### src/rtl/dct3d_ram.sv
module dct3d_ram #(
  parameter int W = 16,
  parameter int D = 64
) (
  input  logic                 clk,
  input  logic                 we,
  input  logic [$clog2(D)-1:0] waddr,
  input  logic [W-1:0]         wdata,
  input  logic [$clog2(D)-1:0] raddr,
  output logic [W-1:0]         rdata
);

  logic [W-1:0] mem [D];

  always_ff @(posedge clk) begin
    if (we) begin
      mem[waddr] <= wdata;
    end
    rdata <= mem[raddr];
  end

endmodule

### config.mk
export PLATFORM = sky130hd
export DESIGN_NAME = dct3d_ram
export DESIGN_NICKNAME = d
export VERILOG_FILES = /design/src/rtl/dct3d_ram.sv
export SDC_FILE = /design/constraint.sdc
export NUM_CORES = 1
export LEC_CHECK = 0
export BUFFER_PORTS_ARGS = -buffer_cell sky130_fd_sc_hd__buf_2
export CORE_ASPECT_RATIO = 0.8
export CORE_UTILIZATION = 60
export DETAILED_ROUTE_END_ITERATION = 7
export GPL_ROUTABILITY_DRIVEN = 0
export PLACE_DENSITY_LB_ADDON = 0.15
export SYNTH_ARGS = -nofsm -noshare
export SYNTH_HDL_FRONTEND = slang
export SYNTH_SLANG_ARGS = --single-unit
### constraint.sdc
create_clock -name clk -period 3.2 [get_ports clk]
set_clock_uncertainty 0.1 [all_clocks]
set_input_delay 0.64 -clock clk [delete_from_list [all_inputs] [get_ports clk]]
set_output_delay 0.64 -clock clk [all_outputs]
set_load 0.01 [all_outputs]
==> metrics.yaml <==
sta:
  tns_ns: 0
  fin_ws_ns: 0.688
  worst-slew-pin-transition_ns: 1.26
  period_share_pct: 78.5
  setup_viol: 0
  rsz0062_at_grt: "no"
  fmax_mhz: 398
  finalMaxSlewViolations: 0
  period_minus_slack_ns: 2.51
  relSlewSlack_pct: 16.0
  finalHoldViolations: 0
global_routing:
  grt_overflow: 0
  grt_pass1_wl_um: 134000
  antenna_found_initial: 7
  gr-usage-all-layers_pct: 28.1
  first_global_vias: 19357
  grt_max_degree: 65
place:
  place_area_um2: 42200
  port_buffers: 45
  dp_slack_ns: 0.0625
  dp_cells: 2806
  dp.final_hpwl_um: 56300
route:
  first_iter_violations: 2625
  ant_nets: 0
  avgRoutedWirePerCell_um: 31.1
  firstDrtPassIters: 5
  routed_wl_um: 92900
  drc: 0
  via_per_inst: 6.51
  vias: 19440
logic_synthesis:
  synth_top_area_share_pct: 76.8
  synth_ff_type: "edfxtp_1"
  synth.area.top_cells: "edfxtp_1, mux4_2, mux2i_1"
  yosysWarnings: 0
  yosysMostFrequentCell: "edfxtp_1"
  yosysSeqAreaShare_pct: 77.6
  synthCells: 1829
  syn_area_um2: 40000
  yosysTopAreaCell: "edfxtp_1"
  ys_seq_elements: 1040
  avgSynthCellArea_um2: 21.9
  synth_edf_count: 1024
  synth_async_sr_flop_share_pct: 0
  syn_nets: 1859
  netlist_top_cells_count: "edfxtp_1, mux4_2, mux2i_1, nor2_1, nand2_1"
  ys_types: 43
die:
  die_area_um2: 67800
  dieWidth_um: 291
  pin_count: 46
  core_um2: 65900
  start_util_pct: 60.8
  rows: 84
  die_h_um: 233
clock_tree:
  cts_sinks: 1040
  tritoncts: "built"
  cts_hold_buffers: 0
  clockBufferDepth: 3
  htree_levels: 3
  cts_resized: 0
  cts_buffers: 96
  cts_root_buf: "clkbuf_16"
  clkTransAtPathRegs_ns: 0.06
  postCtsSetupRepairBufs: 0
  insertion_delay_ns: 0.66
pwr:
  p_sw_mw: 5.73
  powerDensity_nw_per_um2: 604
  p_comb_share_pct: 5.4
  cellLeakagePower_nw: 14.5
  power.internal_mw: 21.5
  clkPwrFrac_pct: 39.0
  power_mw: 27.2
  irDropWorstVdd_v: 0.000507
  p_sw_share_pct: 21.0
  pwr-share-seq_pct: 55.6
setup_path:
  critPathRequiredTime_ns: 3.63
  worstPathMaxFanout: 25
  start_kind: "primary input"
  path_class: "primary input to register"
  endpoint_kind: "register"
  cp_data_arrival_time_ns: 2.94
cells_and_area:
  syn_to_final_growth_pct: 12.6
  regArea_um2: 31100
  nets: 2074
  fillCellCount: 4071
  layout-drive-gt1-share_pct: 28.5
  multi_input_area_um2: 8250
  final_cells: 2984
  design_area_um2: 45100
run:
  maxCapViolCount: 0
hold_path:
  hp-class: "primary input to register"
run_status:
  outcome: "finished, final reports clean"
==> layout make-up <==
type | instances | share of cell area [%]
flip-flops and latches | 1040 | 68.9
multi-input cells | 685 | 18.3
clock buffers | 123 | 5.81
repair buffers | 221 | 3.93
well taps | 860 | 2.39
clock inverters | 53 | 0.616
diodes | 2 | 0.0111
==> worst paths after layout <==
check                   startpoint               endpoint  slack [ns]  depth (start not counted)
max                       raddr[0]       rdata[2]$_DFF_P_        0.69                          7
min                      wdata[12]  mem[22][12]$_DFFE_PP_        0.17                          1
max reg2reg  mem[14][10]$_DFFE_PP_      rdata[10]$_DFF_P_        1.06                          5
min reg2reg   mem[18][5]$_DFFE_PP_       rdata[5]$_DFF_P_        0.78                          4
==> sequential cells by signal, summed over array words and instances, names as in the netlist <==
| register | count |
|---|---|
| mem | 1024 |
| rdata | 16 |
==> through the flow <==
stage	utilization (%)	hold slack [ns]
global route	68.4	0.153
detailed placement	64.0	0.765
finish	68.4	0.166
global placement	64.0	0.735
CTS	68.4	0.134
floorplan	-	0.639
==> worst max-delay path, stage by stage <==
cell and delay (ns):
buf_8 0.29, buf_12 0.24, buf_4 0.27, mux4_2 0.55, a22oi_1 0.24, nand3_1 0.31
and4_1 0.35
==> layout by cell type (no fill, tap or decap), drive strengths merged, types with 2 or more instances in the layout <==
cell      netlist  layout
edfxtp       1024    1024
mux4          224     224
buf            77     220
clkbuf         27     124
mux2i          85      85
nor2           74      74
nand2          60      60
clkinv          0      49
a22oi          39      39
nor2b          30      30
mux2           27      27
nand3          24      24
a21oi          17      17
a221oi         16      16
dfxtp          16      16
nand4          12      12
a211o           8       8
a31oi           8       8
a211oi          8       8
a311oi          8       8
o21ai           8       8
a22o            6       6
a221o           6       6
a41oi           5       5
and4            5       5
nand2b          3       3
nor4            3       3
diode           0       2
nor3            2       2
nand3b          2       2
and2            2       2
clkinvlp        0       2
==> metal layers <==
| metal | vias up | routed length (um) | global-route usage, % |
|---|---|---|---|
| met3 | 152 | 9960 | 7.98 |
| li1 | 8100 | - | - |
| met2 | 927 | 41800 | 40.7 |
| met1 | 10253 | 38800 | 42.5 |
| met5 | - | 54 | 0 |
| met4 | 8 | 2320 | 7.71 |
==> power groups by stage <==
stage	Combinational (mW)	Clock [mW]	Sequential [mW]
2_1_floorplan	0.781	0	15.4
3_5_place_dp	1.46	0	15.4
4_1_cts	1.47	10.7	15.1
6_report	1.47	10.6	15.1
5_1_grt	1.55	11.3	15.1
3_3_place_gp	1.43	0	15.4
==> kinds of logic after synthesis <==
logic type	count (synthesis)	share of synthesized area, %
multiplexers	336	15.5
AND/OR/NAND/NOR	220	2.65
buffers and inverters	104	1.83
flip-flops	1040	77.6
AO/OA/AOI/OAI	129	2.41
(Power assumes the default switching activity.)
