`src/rtl/dct3d_pkg.sv`:
```
package dct3d_pkg;

  localparam int SW        = 16;   // sample and result width
  localparam int DW        = 24;   // working value width, holds any pass result
  localparam int CW        = 15;   // cosine coefficient width
  localparam int PW        = DW + CW;
  localparam int AW        = 42;   // accumulator width
  localparam int QBITS     = 14;
  localparam int QROUND    = 8192;
  localparam int DRAIN_CYC = 16;   // wait after a pass's last read, outlasting its last write

  typedef struct packed {
    logic       valid;
    logic [5:0] line;
    logic [2:0] idx;
  } tag_t;

  typedef struct packed {
    logic                 done;
    logic [5:0]           line;
    logic signed [AW-1:0] acc;
  } cres_t;

  // Q14 cosine basis, row r (frequency) and column c (position)
  function automatic logic signed [CW-1:0] cos_q(input logic [2:0] r, input logic [2:0] c);
    logic [6:0]  m;
    logic [4:0]  q;
    logic [3:0]  j;
    logic        neg;
    logic [13:0] mag;
    m   = {3'b000, c, 1'b1} * {4'b0000, r};
    q   = m[4:0];
    j   = 4'd0;
    neg = 1'b0;
    if (q <= 5'd8) begin
      j = q[3:0];
    end else if (q <= 5'd16) begin
      j   = 4'(5'd16 - q);
      neg = 1'b1;
    end else if (q <= 5'd24) begin
      j   = 4'(q - 5'd16);
      neg = 1'b1;
    end else begin
      j = 4'(6'd32 - {1'b0, q});
    end
    if (r == 3'd0) begin
      j   = 4'd4;
      neg = 1'b0;
    end
    case (j)
      4'd0:    mag = 14'd8192;
      4'd1:    mag = 14'd8035;
      4'd2:    mag = 14'd7568;
      4'd3:    mag = 14'd6811;
      4'd4:    mag = 14'd5793;
      4'd5:    mag = 14'd4551;
      4'd6:    mag = 14'd3135;
      4'd7:    mag = 14'd1598;
      default: mag = 14'd0;
    endcase
    return neg ? -$signed({1'b0, mag}) : $signed({1'b0, mag});
  endfunction

endpackage

```
`src/rtl/dct3d_cell.sv`:
```
module dct3d_cell #(
  parameter logic [2:0] K = 3'd0
) (
  input  logic                              clk,
  input  logic                              rst_n,
  input  logic                              inv,
  input  logic signed [dct3d_pkg::DW-1:0]   x_in,
  input  dct3d_pkg::tag_t                   tag_in,
  output logic signed [dct3d_pkg::DW-1:0]   x_out,
  output dct3d_pkg::tag_t                   tag_out,
  output dct3d_pkg::cres_t                  res
);

  logic signed [dct3d_pkg::CW-1:0] coef;
  logic signed [dct3d_pkg::PW-1:0] prod_nxt;
  logic signed [dct3d_pkg::AW-1:0] prod_ext;

  logic signed [dct3d_pkg::DW-1:0] x_r;
  dct3d_pkg::tag_t                 tag_r;
  logic signed [dct3d_pkg::PW-1:0] prod_r;
  dct3d_pkg::tag_t                 ptag_r;
  logic signed [dct3d_pkg::AW-1:0] acc_r;
  dct3d_pkg::tag_t                 atag_r;

  // inverse uses the transposed basis
  assign coef     = inv ? dct3d_pkg::cos_q(tag_in.idx, K) : dct3d_pkg::cos_q(K, tag_in.idx);
  assign prod_nxt = x_in * coef;
  assign prod_ext = dct3d_pkg::AW'(prod_r);

  always_ff @(posedge clk) begin
    if (!rst_n) begin
      tag_r.valid  <= 1'b0;
      ptag_r.valid <= 1'b0;
      atag_r.valid <= 1'b0;
    end else begin
      x_r    <= x_in;
      tag_r  <= tag_in;
      prod_r <= prod_nxt;
      ptag_r <= tag_in;
      atag_r <= ptag_r;
      if (ptag_r.valid) begin
        acc_r <= (ptag_r.idx == 3'd0) ? prod_ext : acc_r + prod_ext;
      end
    end
  end

  assign x_out    = x_r;
  assign tag_out  = tag_r;
  assign res.done = atag_r.valid && (atag_r.idx == 3'd7);
  assign res.line = atag_r.line;
  assign res.acc  = acc_r;

endmodule

```
`config.mk`:
```
export PLATFORM = sky130hd
export DESIGN_NAME = dct3d_cell
export DESIGN_NICKNAME = d
export VERILOG_FILES = /design/src/rtl/dct3d_pkg.sv /design/src/rtl/dct3d_cell.sv
export SDC_FILE = /design/constraint.sdc
export NUM_CORES = 1
export LEC_CHECK = 0
export BUFFER_PORTS_ARGS = -buffer_cell sky130_fd_sc_hd__buf_2
export CORE_UTILIZATION = 62
export DETAILED_ROUTE_END_ITERATION = 16
export PLACE_DENSITY_LB_ADDON = 0.05
export SETUP_SLACK_MARGIN = 0.3
export SLEW_MARGIN = 10
export SYNTH_ARGS = -nofsm -noshare
export SYNTH_HDL_FRONTEND = slang
export SYNTH_SLANG_ARGS = --single-unit
```
`constraint.sdc`:
```
create_clock -name clk -period 9.9 [get_ports clk]
set_input_delay 1.485 -clock clk [delete_from_list [all_inputs] [get_ports clk]]
set_output_delay 1.485 -clock clk [all_outputs]
set_load 0.05 [all_outputs]
```
==> results.py, run 1 <==
metrics = {
    "outcome": {
        "status": "completed",
    },
    "clock_network": {
        "cts.sinks": 125,
        "htree_levels": 4,
        "cts_buffers": 17,
        "clkLatencyLatePin_ns": 0.47,
        "cts_resized": 0,
        "ctsHoldBuffers": 0,
        "cts_root_buffer": "clkbuf_16",
        "cts_tree": "done",
        "cts_setup_buffers": 0,
        "path_clk_slew_ns": 0.06,
        "cts_buffer_depth": 2,
    },
    "routing": {
        "drt_first_iter_violations": 894,
        "drt_first_pass_iters": 5,
        "vias": 13800,
        "routed_wl_um": 45000,
        "drc": 0,
        "wl_per_cell_um": 18.4,
        "viasPerCell": 5.65,
        "final_antenna_net_count": 0,
    },
    "sta": {
        "fin_tns_setup_ns": 0,
        "drv_slew": 0,
        "setup_violations": 0,
        "finClkSkew_ns": 0.0238,
        "tightestPinTransition_ns": 1.24,
        "relSlewSlack": 0.173,
        "fmax_mhz": 115,
        "finalCritPeriodShare": 0.878,
        "final_hold_viol_count": 0,
        "rsz0062_at_grt": "no",
        "period_minus_slack_ns": 8.69,
    },
    "placed_design": {
        "hpwl_um": 35200,
        "place_congestion": 0.932,
        "port_buffers": 119,
    },
    "cells_and_area": {
        "n_antenna_cell": 0,
        "final_common_cell": "inv_1",
        "final_cell_mix": "362 x inv_1, 315 x fa_1, 227 x nand2_1, 171 x ha_1, 150 x and2_1",
        "drive_above_1_share": 0.0940,
        "fin_nets": 2563,
        "syn_to_final_growth_pct": 7.61,
    },
    "global_route": {
        "antenna_found_initial": 0,
        "grt_remaining_overflow": 0,
        "grt_max_degree": 50,
        "grtUsageTotal": 0.298,
        "grt_pass1_vias": 14000,
        "grt_pass1_wl_um": 71700,
    },
    "floorplan": {
        "rows": 64,
        "die_area_um2": 31600,
        "core_area_um2": 30500,
        "die_w_um": 178,
        "start_util": 0.629,
        "die_h_um": 178,
        "ioPinCount": 120,
    },
    "synthesis": {
        "ys_seq_elements": 125,
        "synthCells": 1966,
        "syn_area_per_cell_um2": 9.76,
        "synth_area_um2": 19200,
        "synthArstFlopShare": 0,
        "seq_area_frac_synth": 0.195,
        "synth_edf_count": 123,
        "synth_cell_types": 73,
        "synth_flop_cell": "edfxtp_1",
        "synth_nets": 2489,
        "yosysWarnings": 0,
    },
    "critical_path": {
        "critPathArrivalTime_ns": 8.89,
        "reg2reg_setup_slack_ns": 6.39,
        "critical_path_class": "in2reg",
        "worstSetupEndpointType": "flop",
        "critPathMaxFanout": 12,
        "critPathLaunchType": "input pin",
        "crit_required_ns": 10.10,
    },
    "hold_path": {
        "hp-class": "reg2reg",
    },
    "flow_run": {
        "maxCapViolations": 0,
    },
}
[cells in the mapped netlist (all sizes together), types with 3 or more instances]
| cell | count | area [µm²] |
|---|---|---|
| o21bai | 12 | 90.1 |
| nand4 | 9 | 56.3 |
| a211oi | 11 | 87.6 |
| clkbuf | 70 | 283 |
| a21o | 40 | 302 |
| and2 | 151 | 945 |
| o211ai | 8 | 65.1 |
| or3 | 10 | 62.6 |
| o21a | 13 | 100 |
| xnor2 | 50 | 438 |
| nor3 | 15 | 80.1 |
| or2 | 3 | 18.8 |
| o2111ai | 3 | 26.3 |
| a2111oi | 3 | 45.1 |
| inv | 362 | 1360 |
| edfxtp | 123 | 3690 |
| mux2i | 3 | 30.0 |
| fa | 315 | 6310 |
| xor2 | 23 | 201 |
| nand2b | 14 | 87.6 |
| ha | 171 | 2140 |
| nor2b | 8 | 50.1 |
| nand2 | 227 | 852 |
| nand3 | 17 | 85.1 |
| a31oi | 7 | 43.8 |
| o31ai | 4 | 40.0 |
| buf | 14 | 110 |
| o21ai | 53 | 265 |
| a21oi | 82 | 410 |
| a221oi | 4 | 35.0 |
| nor2 | 68 | 255 |
| and3 | 38 | 239 |
[area by class of cell]
cell class | count | area, µm²
well taps | 396 | 495
inverters | 362 | 1360
flip-flops and latches | 125 | 3730
clock inverters | 15 | 175
fillers | 2405 | 9870
multi-input cells | 1394 | 13700
repair buffers | 140 | 756
clock buffers | 17 | 425
[per-layer routing]
| layer | up-vias | track usage | wire length (µm) |
|---|---|---|---|
| li1 | 6407 | - | - |
| met1 | 6928 | 0.413 | 20100 |
| met2 | 434 | 0.471 | 20900 |
| met3 | 64 | 0.0638 | 3050 |
| met4 | 0 | 0.0908 | 910 |
| met5 | - | 0 | 0 |
[sequential cells by signal, summed over array words and instances, names as in the netlist]
name and cells:
acc_r 42, ptag_r 10, res 6, prod_r 39, atag_r 4, x_out 24
[logic make-up after synthesis]
family,Yosys count,share of synthesized area
AND/OR/NAND/NOR,572,0.148
XOR/XNOR,73,0.0333
flip-flops,125,0.195
buffers and inverters,447,0.0919
adder cells (fa/ha/maj),486,0.440
multiplexers,3,0.00157
AO/OA/AOI/OAI,260,0.0904
[through the flow]
stage / cell area [µm²] / hold WS [ns] / setup WS, ns / util / cells
finish: 20600 / 0.444 / 1.21 / 0.677 / 2449
global route: 20600 / 0.454 / 0.813 / 0.677 / 2449
CTS: 20600 / 0.445 / 1.27 / 0.677 / 2449
detailed placement: 20000 / 0.430 / 0.792 / 0.657 / 2417
global placement: 20000 / 0.422 / 0.904 / 0.657 / 2417
floorplan: 19200 / 0.514 / 1.82 / - / 1966
[worst max-delay path, cell delays in order]
cell	delay [ns]
buf_2	0.17
nor2_1	0.08
or2_2	0.34
nand2_1	0.08
nand2_1	0.05
a21oi_1	0.93
nand2_1	0.19
fa_1	0.54
fa_1	0.56
inv_1	0.05
fa_1	0.49
inv_1	0.05
fa_1	0.52
inv_1	0.05
fa_1	0.47
inv_1	0.05
fa_1	0.47
inv_1	0.04
ha_1	0.38
o21a_1	0.18
a221oi_1	0.08
a21oi_1	0.25
a31oi_1	0.16
o21ai_1	0.34
a31oi_1	0.18
or3_1	0.43
o21ai_1	0.17
xor2_1	0.08
[path summary, 6_finish.rpt]
check        startpoint    endpoint  cells past startpoint
max           tag_in[0]  prod_r[35]                     28
min           ptag_r[6]     res[45]                      0
max reg2reg    acc_r[0]   acc_r[38]                     12
min reg2reg   ptag_r[6]     res[45]                      0
Power of run 1 is left out: the tool's default activity adds up to more than one toggle a clock period on the data nets, which glitch-free logic cannot reach.
==> run 2, diff against run 1 <==
--- a/config.mk
+++ b/config.mk
@@ -9,6 +9,7 @@
 export CORE_UTILIZATION = 62
 export DETAILED_ROUTE_END_ITERATION = 16
 export PLACE_DENSITY_LB_ADDON = 0.05
+export REMOVE_ABC_BUFFERS = 1
 export SETUP_SLACK_MARGIN = 0.3
 export SLEW_MARGIN = 10
 export SYNTH_ARGS = -nofsm -noshare
==> run 2 against run 1 <==
Net effect: non-clock buffer count did not move; routed wire length rose by 1.6%; via count rose by 0.85%; core utilization fell by 0.082 points; clock skew fell by 0.0076 ns; die area did not move; flip-flop and latch count did not move; worst hold slack got worse by 0.0020 ns; worst setup slack got worse by 0.21 ns; largest cell class unchanged.
==> results.py, run 2 (synthesis gave the netlist of run 1 again) <==
metrics = {
    "outcome": {
        "status": "completed",
    },
    "cells_and_area": {
        "largest_register_ffs": 42,
        "syn_to_final_growth_pct": 7.48,
        "n_antenna_cell": 0,
        "fillerInstances": 2424,
        "final_common_cell": "inv_1",
        "fin_nets": 2563,
        "drive_above_1_share": 0.0930,
        "top_register": "acc_r",
        "final_cell_mix": "362 x inv_1, 315 x fa_1, 227 x nand2_1, 171 x ha_1, 150 x and2_1",
    },
    "sta": {
        "layout_setup_ws_ns": 0.998,
        "fmax_mhz": 112,
        "fin_tns_setup_ns": 0,
        "drv_slew": 0,
        "rsz0062_at_grt": "no",
        "final_hold_viol_count": 0,
        "relSlewSlack": 0.128,
        "setup_violations": 0,
        "period_minus_slack_ns": 8.90,
        "finalCritPeriodShare": 0.899,
        "finClkSkew_ns": 0.0163,
        "tightestPinTransition_ns": 1.31,
    },
    "global_route": {
        "grtUsageTotal": 0.305,
        "use_met1": 0.416,
        "grt_pass1_vias": 14300,
        "grt_busiest_layer": "met2",
        "antenna_found_initial": 0,
        "gr-usage-met2": 0.483,
        "grt_max_degree": 56,
        "grtUsageMet3": 0.0638,
        "grt_pass1_wl_um": 73000,
        "grt_remaining_overflow": 0,
    },
    "clock_network": {
        "cts_buffers": 17,
        "path_clk_slew_ns": 0.06,
        "cts_resized": 0,
        "clkLatencyLatePin_ns": 0.45,
        "cts.sinks": 125,
        "htree_levels": 4,
        "cts_buffer_depth": 2,
        "cts_root_buffer": "clkbuf_16",
        "cts_setup_buffers": 0,
        "cts_tree": "done",
        "ctsHoldBuffers": 0,
    },
    "placed_design": {
        "place_congestion": 0.896,
        "hpwl_um": 35800,
        "port_buffers": 119,
        "post-place-ws_ns": 0.621,
    },
    "critical_path": {
        "critPathMaxFanout": 11,
        "crit_required_ns": 10.09,
        "critPathArrivalTime_ns": 9.09,
        "critPathLaunchType": "input pin",
        "worstSetupEndpointType": "flop",
        "critical_path_class": "in2reg",
    },
    "routing": {
        "wl_per_cell_um": 18.7,
        "routed_wl_um": 45700,
        "drc": 0,
        "drt_first_iter_violations": 1064,
        "final_antenna_net_count": 0,
        "drt_first_pass_iters": 5,
        "vias": 14000,
        "viasPerCell": 5.70,
    },
    "floorplan": {
        "core_area_um2": 30500,
        "rows": 64,
        "die_h_um": 178,
        "ioPinCount": 120,
        "start_util": 0.629,
        "die_w_um": 178,
        "die_area_um2": 31600,
    },
    "hold_path": {
        "hp-class": "reg2reg",
    },
    "flow_run": {
        "maxCapViolations": 0,
    },
}
[run 2: cell types whose count changed in the layout (fill, tap and decap cells not counted), sizes merged]
cell and change:
clkinv +3, clkinvlp +5, inv -8
[run 2: cell type report]
class | count | area (µm²) | share of cell area
tap | 396 | 495 | 0.0240
timing repair buffer | 140 | 756 | 0.0367
multi-input combinational | 1394 | 13700 | 0.664
inverter | 362 | 1360 | 0.0659
clock inverter | 15 | 150 | 0.00728
clock buffer | 17 | 425 | 0.0206
sequential | 125 | 3730 | 0.181
[run 2: final timing paths]
path                            startpoint         end  slack (ns)  depth (start not counted)
worst max-delay path             tag_in[1]  prod_r[37]         1.0                         28
worst min-delay path             ptag_r[3]     res[42]        0.44                          0
worst max register to register   prod_r[0]   acc_r[38]        6.43                         12
worst min register to register   ptag_r[3]     res[42]        0.44                          0
[run 2: critical path: stages]
cell       delay, ns
buf_2           0.17
nor2_1          0.09
or2_2           0.33
nand2_1         0.08
nand2_1         0.05
a21oi_1         1.00
nand2_1         0.19
fa_1            0.53
fa_1            0.54
inv_1           0.05
fa_1            0.50
inv_1           0.06
fa_1            0.52
inv_1           0.05
fa_1            0.47
inv_1           0.05
fa_1            0.35
inv_1           0.06
ha_1            0.29
a21o_1          0.22
a2111oi_0       0.42
a21oi_1         0.19
a31oi_1         0.42
o21ai_1         0.24
a21oi_1         0.26
o21ai_1         0.17
a31oi_1         0.23
xnor2_1         0.08
[run 2: layer usage]
metal  vias up  part of all wire
met5         -                 0
met2       513              0.47
met1      6964              0.44
met3        71             0.068
li1       6403                 -
met4         0             0.023
[run 2: per-stage QoR]
step                      instances  cell area [µm²]   util  hold slack [ns]
after floorplan                1881            18800      -            0.514
after global placement         2417            20000  0.657            0.423
after detailed placement       2417            20000  0.657            0.430
after CTS                      2449            20600  0.676            0.443
after global routing           2449            20600  0.676            0.468
final                          2449            20600  0.676            0.442
Power of run 2 is left out for the same reason.
==> run 3, diff against run 2 <==
--- a/config.mk
+++ b/config.mk
@@ -6,8 +6,11 @@
 export NUM_CORES = 1
 export LEC_CHECK = 0
 export BUFFER_PORTS_ARGS = -buffer_cell sky130_fd_sc_hd__buf_2
-export CORE_UTILIZATION = 62
+export CELL_PAD_IN_SITES_DETAIL_PLACEMENT = 0
+export CELL_PAD_IN_SITES_GLOBAL_PLACEMENT = 1
+export CORE_UTILIZATION = 50
 export DETAILED_ROUTE_END_ITERATION = 16
+export HOLD_SLACK_MARGIN = 0.15
 export PLACE_DENSITY_LB_ADDON = 0.05
 export REMOVE_ABC_BUFFERS = 1
 export SETUP_SLACK_MARGIN = 0.3
==> run 3 against run 2 <==
Net effect: clock skew is 0.0020 ns lower; sequential share of layout area is 0.15 points lower; register-to-register slack better by 0.08 ns; cell count is 4.8% higher; first-iteration DRC count is 27% lower; core utilization is 12 points lower; critical path depth is 2 lower; die area is 24% higher; worst setup slack better by 0.069 ns; routed wire length is 2.9% higher; maximum frequency is 0.78% higher; global-route usage is 5.2 points lower; critical endpoint is now prod_r[38].
==> results.py, run 3 (synthesis gave the netlist of run 1 again) <==
metrics = {
    "flow_run": {
        "maxCapViolations": 0,
    },
    "critical_path": {
        "critical_path_class": "in2reg",
        "critPathArrivalTime_ns": 9.01,
        "worstSetupEndpointType": "flop",
        "crit_required_ns": 10.07,
        "critPathLaunchType": "input pin",
        "critPathMaxFanout": 10,
    },
    "cells_and_area": {
        "drive_above_1_share": 0.0959,
        "final_cell_mix": "362 x inv_1, 315 x fa_1, 227 x nand2_1, 171 x ha_1, 150 x and2_1",
        "utilization": 0.552,
        "largest_register_ffs": 42,
        "top_register": "acc_r",
        "fin_nets": 2567,
        "n_antenna_cell": 0,
        "multi_input_area_um2": 13700,
        "syn_to_final_growth_pct": 8.38,
        "fillerInstances": 3495,
        "final_common_cell": "inv_1",
        "regArea_um2": 3730,
    },
    "global_route": {
        "antenna_found_initial": 0,
        "grtUsageTotal": 0.253,
        "grt_pass1_wl_um": 75400,
        "grt_max_degree": 58,
        "grt_pass1_vias": 14000,
        "grt_remaining_overflow": 0,
    },
    "routing": {
        "drt_first_iter_violations": 774,
        "viasPerCell": 5.30,
        "drc": 0,
        "wl_per_cell_um": 18.3,
        "vias": 13600,
        "routed_wl_um": 47000,
        "final_antenna_net_count": 0,
        "drt_first_pass_iters": 5,
    },
    "placed_design": {
        "port_buffers": 119,
        "hpwl_um": 36800,
        "place_congestion": 0.867,
    },
    "clock_network": {
        "clkLatencyLatePin_ns": 0.46,
        "path_clk_slew_ns": 0.06,
        "cts_tree": "done",
        "htree_levels": 4,
        "cts_buffer_depth": 2,
        "cts_resized": 0,
        "ctsHoldBuffers": 0,
        "cts_root_buffer": "clkbuf_16",
        "cts_setup_buffers": 0,
        "cts.sinks": 125,
        "cts_buffers": 17,
    },
    "outcome": {
        "status": "completed",
    },
    "sta": {
        "period_minus_slack_ns": 8.83,
        "finalCritPeriodShare": 0.892,
        "fmax_mhz": 113,
        "final_hold_viol_count": 0,
        "fin_tns_setup_ns": 0,
        "drv_slew": 0,
        "relSlewSlack": 0.210,
        "rsz0062_at_grt": "no",
        "setup_violations": 0,
        "tightestPinTransition_ns": 1.18,
        "finClkSkew_ns": 0.0143,
    },
    "floorplan": {
        "die_h_um": 198,
        "die_w_um": 198,
        "rows": 71,
        "core_area_um2": 37700,
        "die_area_um2": 39100,
        "ioPinCount": 120,
        "start_util": 0.509,
    },
    "hold_path": {
        "hp-class": "reg2reg",
    },
}
==> run 3: critical path, cell delays in order <==
cell	delay (ns)
buf_2	0.21
inv_1	0.15
ha_1	0.34
o21ai_0	0.57
and2_1	0.66
buf_4	0.30
nand2_1	0.09
fa_1	0.50
inv_1	0.05
fa_1	0.50
fa_1	0.59
fa_1	0.43
fa_1	0.49
inv_1	0.05
fa_1	0.47
inv_1	0.04
ha_1	0.35
a21o_1	0.23
a21o_1	0.17
a21o_1	0.18
o21a_1	0.19
a311oi_2	0.26
o211ai_1	0.18
a31o_1	0.23
a21oi_1	0.17
xnor2_1	0.10
==> run 3: final timing paths <==
kind,cells after the start,slack (ns),end,startpoint
max reg2reg,12,6.51,acc_r[38],acc_r[0]
min reg2reg,0,0.44,res[43],ptag_r[4]
min,0,0.44,res[43],ptag_r[4]
max,26,1.07,prod_r[38],tag_in[1]
==> run 3: area by class of cell <==
cell class | instances | area share
inverters | 362 | 0.0654
clock buffers | 17 | 0.0205
multi-input cells | 1394 | 0.659
flip-flops and latches | 125 | 0.180
repair buffers | 144 | 0.0378
clock inverters | 13 | 0.00680
well taps | 511 | 0.0308
==> run 3: layer usage <==
metal / up-vias / wire length [µm] / global-route usage
met4: 0 / 662 / 0.0591
met5: - / 0 / 0
met1: 6830 / 22500 / 0.366
met2: 308 / 21600 / 0.404
li1: 6414 / - / -
met3: 43 / 2290 / 0.0346
==> run 3: stage by stage <==
step           setup slack, ns  hold slack, ns  instances  instance area [µm²]
4_1_cts                   1.11           0.445       2566                20800
2_1_floorplan             1.28           0.514       1881                18800
3_5_place_dp             0.611           0.430       2536                20200
3_3_place_gp             0.711           0.425       2536                20200
5_1_grt                  0.732           0.466       2566                20800
6_report                  1.07           0.442       2566                20800
Power of run 3 is left out for the same reason.
